`src/rtl/core/qpdt_pkg.sv`:
```
`default_nettype none

package qpdt_pkg;

    localparam int unsigned DATA_W  = 16;
    localparam int unsigned PROD_W  = 2 * DATA_W;
    localparam int unsigned ERR_W   = PROD_W + 2;
    localparam int unsigned GAIN_W  = 16;
    localparam int unsigned LIM_W   = 15;
    localparam int unsigned PTERM_W = (GAIN_W + 2) + ERR_W;
    localparam int unsigned DTERM_W = (GAIN_W + 1) + DATA_W;
    localparam int unsigned ACC_W   = PTERM_W + 2;
    localparam int unsigned RND_SHIFT = 26;
    localparam int unsigned KD_ALIGN  = 18;
    localparam int unsigned QUO_W   = ACC_W - RND_SHIFT;

    localparam logic signed [ACC_W-1:0] RND_BIAS = ACC_W'(64'sd1 <<< (RND_SHIFT - 1));
    localparam logic [LIM_W-1:0] TORQUE_LIMIT_RST = 15'd20972;

    typedef enum logic [1:0] {
        CFG_KP  = 2'd0,
        CFG_KD  = 2'd1,
        CFG_LIM = 2'd2
    } t_cfg_idx;

    typedef struct packed {
        logic signed [DATA_W-1:0] x;
        logic signed [DATA_W-1:0] y;
        logic signed [DATA_W-1:0] z;
        logic signed [DATA_W-1:0] w;
    } t_quat;

    typedef struct packed {
        logic signed [ERR_W-1:0] x;
        logic signed [ERR_W-1:0] y;
        logic signed [ERR_W-1:0] z;
        logic signed [ERR_W-1:0] w;
    } t_quat_err;

    typedef struct packed {
        logic [GAIN_W-1:0] kp;
        logic [GAIN_W-1:0] kd;
        logic [LIM_W-1:0]  lim;
    } t_gains;

endpackage

`default_nettype wire

```
`src/rtl/core/qpdt_axis.sv`:
```
`default_nettype none

// Three stages for one axis: gain products, rounding sum, clamp.
module qpdt_axis (
    input  wire logic                                i_clk,
    input  wire logic                                i_en,
    input  wire logic                                i_flip,
    input  wire logic signed [qpdt_pkg::ERR_W-1:0]   i_err,
    input  wire logic signed [qpdt_pkg::DATA_W-1:0]  i_rate,
    input  wire qpdt_pkg::t_gains                    i_gains,
    output logic signed [qpdt_pkg::DATA_W-1:0]       o_torque,
    output logic                                     o_clamped
);

    logic signed [qpdt_pkg::GAIN_W+1:0]  n_gain;
    logic signed [qpdt_pkg::GAIN_W:0]    kd_s;
    logic signed [qpdt_pkg::PTERM_W-1:0] r_p;
    logic signed [qpdt_pkg::DTERM_W-1:0] r_d;
    logic signed [qpdt_pkg::ACC_W-1:0]   n_acc;
    logic signed [qpdt_pkg::QUO_W-1:0]   r_q;
    logic signed [qpdt_pkg::QUO_W-1:0]   lim_pos;
    logic signed [qpdt_pkg::QUO_W-1:0]   lim_neg;
    logic signed [qpdt_pkg::DATA_W-1:0]  n_torque;
    logic                                n_clamped;
    logic signed [qpdt_pkg::DATA_W-1:0]  r_torque;
    logic                                r_clamped;

    // The shortest-path sign flip is folded into the gain, which is cheaper
    // than negating the wide error term.
    always_comb begin
        n_gain = i_flip ? -$signed({2'b00, i_gains.kp}) : $signed({2'b00, i_gains.kp});
        kd_s   = $signed({1'b0, i_gains.kd});
    end

    always_ff @(posedge i_clk) begin
        if (i_en) begin
            r_p <= n_gain * i_err;
            r_d <= kd_s * i_rate;
        end
    end

    always_comb begin
        n_acc = $signed({r_p[qpdt_pkg::PTERM_W-1], r_p, 1'b0})
              - $signed({{(qpdt_pkg::ACC_W - qpdt_pkg::DTERM_W - qpdt_pkg::KD_ALIGN)
                          {r_d[qpdt_pkg::DTERM_W-1]}},
                         r_d, {qpdt_pkg::KD_ALIGN{1'b0}}})
              + qpdt_pkg::RND_BIAS;
    end

    // Taking the top bits of the two's complement sum is a floor division.
    always_ff @(posedge i_clk) begin
        if (i_en) begin
            r_q <= n_acc[qpdt_pkg::ACC_W-1:qpdt_pkg::RND_SHIFT];
        end
    end

    always_comb begin
        lim_pos   = $signed({{(qpdt_pkg::QUO_W - qpdt_pkg::LIM_W){1'b0}}, i_gains.lim});
        lim_neg   = -lim_pos;
        n_torque  = r_q[qpdt_pkg::DATA_W-1:0];
        n_clamped = 1'b0;
        if (r_q > lim_pos) begin
            n_torque  = lim_pos[qpdt_pkg::DATA_W-1:0];
            n_clamped = 1'b1;
        end else if (r_q < lim_neg) begin
            n_torque  = lim_neg[qpdt_pkg::DATA_W-1:0];
            n_clamped = 1'b1;
        end
    end

    always_ff @(posedge i_clk) begin
        if (i_en) begin
            r_torque  <= n_torque;
            r_clamped <= n_clamped;
        end
    end

    assign o_torque  = r_torque;
    assign o_clamped = r_clamped;

endmodule

`default_nettype wire

```
`config.mk`:
```
export PLATFORM = sky130hd
export DESIGN_NAME = qpdt_axis
export DESIGN_NICKNAME = d
export VERILOG_FILES = /design/src/rtl/core/qpdt_pkg.sv /design/src/rtl/core/qpdt_axis.sv
export SDC_FILE = /design/constraint.sdc
export NUM_CORES = 2
export LEC_CHECK = 0
export ABC_AREA = 1
export BUFFER_PORTS_ARGS = -buffer_cell sky130_fd_sc_hd__buf_2
export CORE_MARGIN = 2
export CORE_UTILIZATION = 67
export CTS_BUF_LIST = sky130_fd_sc_hd__clkbuf_4 sky130_fd_sc_hd__clkbuf_8
export CTS_CLUSTER_DIAMETER = 40
export CTS_CLUSTER_SIZE = 28
export DETAILED_ROUTE_END_ITERATION = 10
export PLACE_DENSITY = 0.85
export SLEW_MARGIN = 40
export SYNTH_ARGS = -nofsm -noshare
export SYNTH_HDL_FRONTEND = slang
export SYNTH_SLANG_ARGS = --single-unit
export TNS_END_PERCENT = 10
```
`constraint.sdc`:
```
create_clock -name i_clk -period 8.99 [get_ports i_clk]
set_clock_uncertainty 0.05 [all_clocks]
set_input_delay 1.3485 -clock i_clk [delete_from_list [all_inputs] [get_ports i_clk]]
set_output_delay 1.3485 -clock i_clk [all_outputs]
set_load 0.03 [all_outputs]
```
==> impl_metrics.yaml <==
outcome:
  status: "complete, no violations"
setup_path:
  max_stage_delay_ns: 0.55
  setup.worst_path.start_class: "primary input"
  worst_setup_path_end_kind: "register"
  path_class: "primary input to register"
  required_ns: 9.19
  arrival_ns: 8.66
  crit_path_max_fanout: 23
  crit_top_cell: "fa_1"
  rr_worst_depth: 9
  cp_slowest_cell: "fa_1"
die:
  fp.dieW_microns: 253.7
  die_area_sq_mm: 0.06438
  die_h_microns: 253.7
  num_io_pins: 117
  fp-row-count: 91
  initial_core_util: 0.6771
  core_region_area_sq_mm: 0.06171
synthesis:
  synth_cell_types: 45
  muxShareOfSynthArea: 0
  synth-xor-area-share: 0.01782
  ys_top_cells_by_area: "fa_1, inv_1, ha_1"
  synth.ff_latch_count: 130
  syn_nets: 6698
  synthDominantCellAreaShare: 0.3732
  synth_fa_ha_area_frac: 0.4864
  synth_top_flop_cell: "edfxtp_1"
  synth_edf_count: 130
  synth_area_per_cell_sq_um: 7.680
  synth-compound-area-share: 0.04902
  yosys.area_share.simple: 0.2056
  synth_top_family_by_area: "adder cells"
  postSynth.asyncResetShare: 0
  syn_area_sq_mm: 0.04179
  yosysSeqAreaShare: 0.09342
  synth_top_cell_by_area: "fa_1"
  ys_warn_count: 0
  synthCells: 5441
clocking:
  worst_skew_pair.late_latency_ns: 0.50
  cts_tree: "built"
  cts_resized: 0
  holdBufCountCts: 0
  clk_pin_slew_ns: 0.09
  root_buffer: "clkbuf_8"
  cts.sinks: 130
  cts_buffers: 17
  cts_setup_buffers: 0
  h-tree-depth: 4
  clockBufferDepth: 2
routing:
  dr.pass1.iters: 6
  antenna_left: 0
  drt-initial-drc-count: 3181
  drc: 0
  routed_wl_mm: 115.7
  via_count: 35322
  routed_via_density: 5.597
  routedWlPerCell_microns: 18.33
grt:
  grt_usage: 0.3783
  gr-total-overflow: 0
  antenna_found_initial: 3
  grt_max_degree: 70
  grt_pass1_wl_mm: 188.9
  grt_pass1_vias: 36507
sta:
  hold_violations: 0
  rsz0062_at_grt: "no"
  clock.fmax_ghz: 0.1181
  min_period_over_period: 0.9417
  final.setup.tns_ns: 0
  setup_viol: 0
  hold_slack_ns: 0.5575
  slew_headroom: 0.4206
  period_needed_ns: 8.465
  worstMarginPinSlew_ns: 0.8682
  finalMaxSlewViolations: 0
  post-route-worst-setup-slack_ns: 0.5246
layout:
  drive_gt1_frac: 0.04660
  fin_cells: 6311
  area_delta_synth_final_pct: 3.962
  final_nets: 6716
placement:
  gp_congestion: 0.9835
  pre_cts_slack_ns: 0.2040
  portBuffers: 116
  place_inst: 6277
  hpwlAfterDp_mm: 99.12
run:
  maxCapViolations: 0
hold_path:
  hold_class: "register to register"
  whs_path_depth: 2
## layout by cell type, fill, tap and decap left out, types with 115 or more instances in the layout
| master | netlist | final |
|---|---|---|
| inv_1 | 1447 | 1447 |
| fa_1 | 779 | 779 |
| edfxtp_1 | 130 | 130 |
| nand3_1 | 184 | 183 |
| ha_1 | 378 | 378 |
| nor2_1 | 491 | 491 |
| nand2_1 | 1233 | 1233 |
| buf_2 | 25 | 115 |
| o21ai_0 | 124 | 124 |
| a21oi_1 | 185 | 185 |
## flip-flops by register name, indices dropped and copies added (netlist names)
| register | count |
|---|---|
| r_p | 52 |
| r_d | 33 |
| r_q | 28 |
| o_torque | 16 |
| o_clamped | 1 |
## area by class of cell
type,instances,area (sq um)
multi-input cells,3693,31720
fillers,5075,18270
inverters,1462,5495
flip-flops and latches,130,3904
well taps,837,1047
repair buffers,155,892.1
clock buffers,17,234.0
clock inverters,15,143.9
diodes,2,5.005
## stage by stage
| step | cell area [sq um] | utilization |
|---|---|---|
| 5_1_grt | 43440 | 0.7038 |
| 6_report | 43440 | 0.7039 |
| 2_1_floorplan | 41790 | - |
| 3_5_place_dp | 43050 | 0.6977 |
| 4_1_cts | 43430 | 0.7038 |
| 3_3_place_gp | 43030 | 0.6973 |
## per-layer routing
layer  track usage  wire length, microns  vias to the layer above
met5             0                    36                        -
met1        0.5057                 45650                    17096
met3       0.08338                 12160                      344
li1              -                     -                    16090
met4        0.1296                  4346                        6
met2        0.6139                 53490                     1786
## final timing paths
| path | from | endpoint | slack (ns) |
|---|---|---|---|
| max | i_gains[31] | r_p[44] | 0.52 |
| min reg2reg | r_q[0] | o_torque[0] | 0.56 |
| max reg2reg | r_q[9] | o_torque[0] | 5.89 |
| min | r_q[0] | o_torque[0] | 0.56 |
## worst max-delay path: cells and delay by family
kind	cells	cell delay (ns)
xor gates and xnor gates	1	0.18
adders and majority gates	8	3.69
and+or+nand+nor	13	2.08
buffers and inverters	9	1.32
## logic make-up (layout without fill, tap and decap cells)
| family | after synthesis | in the layout |
|---|---|---|
| buffers and inverters | 1618 | 1649 |
| DFF | 130 | 130 |
| xor gates and xnor gates | 85 | 85 |
| other | 0 | 2 |
| AOI/OAI and AO/OA | 377 | 377 |
| adders and majority gates | 1157 | 1157 |
| and+or+nand+nor | 2074 | 2074 |
## synth_stat cells (3+ instances only)
master and instances:
nor2_1 491, nand2_4 3, nand3b_1 7, buf_1 12, edfxtp_1 130, a21o_1 19, or2_2 18, nand2_1 1233
nor2_4 23, nand3_1 184, nand4_1 60, o21a_1 6, a31oi_1 5, clkbuf_1 112, xor2_1 61, nor4_1 7
nand2_2 4, nand3_4 4, inv_1 1447, ha_1 378, a21boi_0 4, buf_2 25, nor3_1 31, fa_1 779
o21ai_0 124, a21oi_1 185, and3_1 4, o211ai_1 7, buf_6 3, o21bai_1 22, inv_2 11, xnor2_1 24
Power is not shown: default switching activity piles up to over one toggle a cycle in this logic, so the estimate is an artifact.
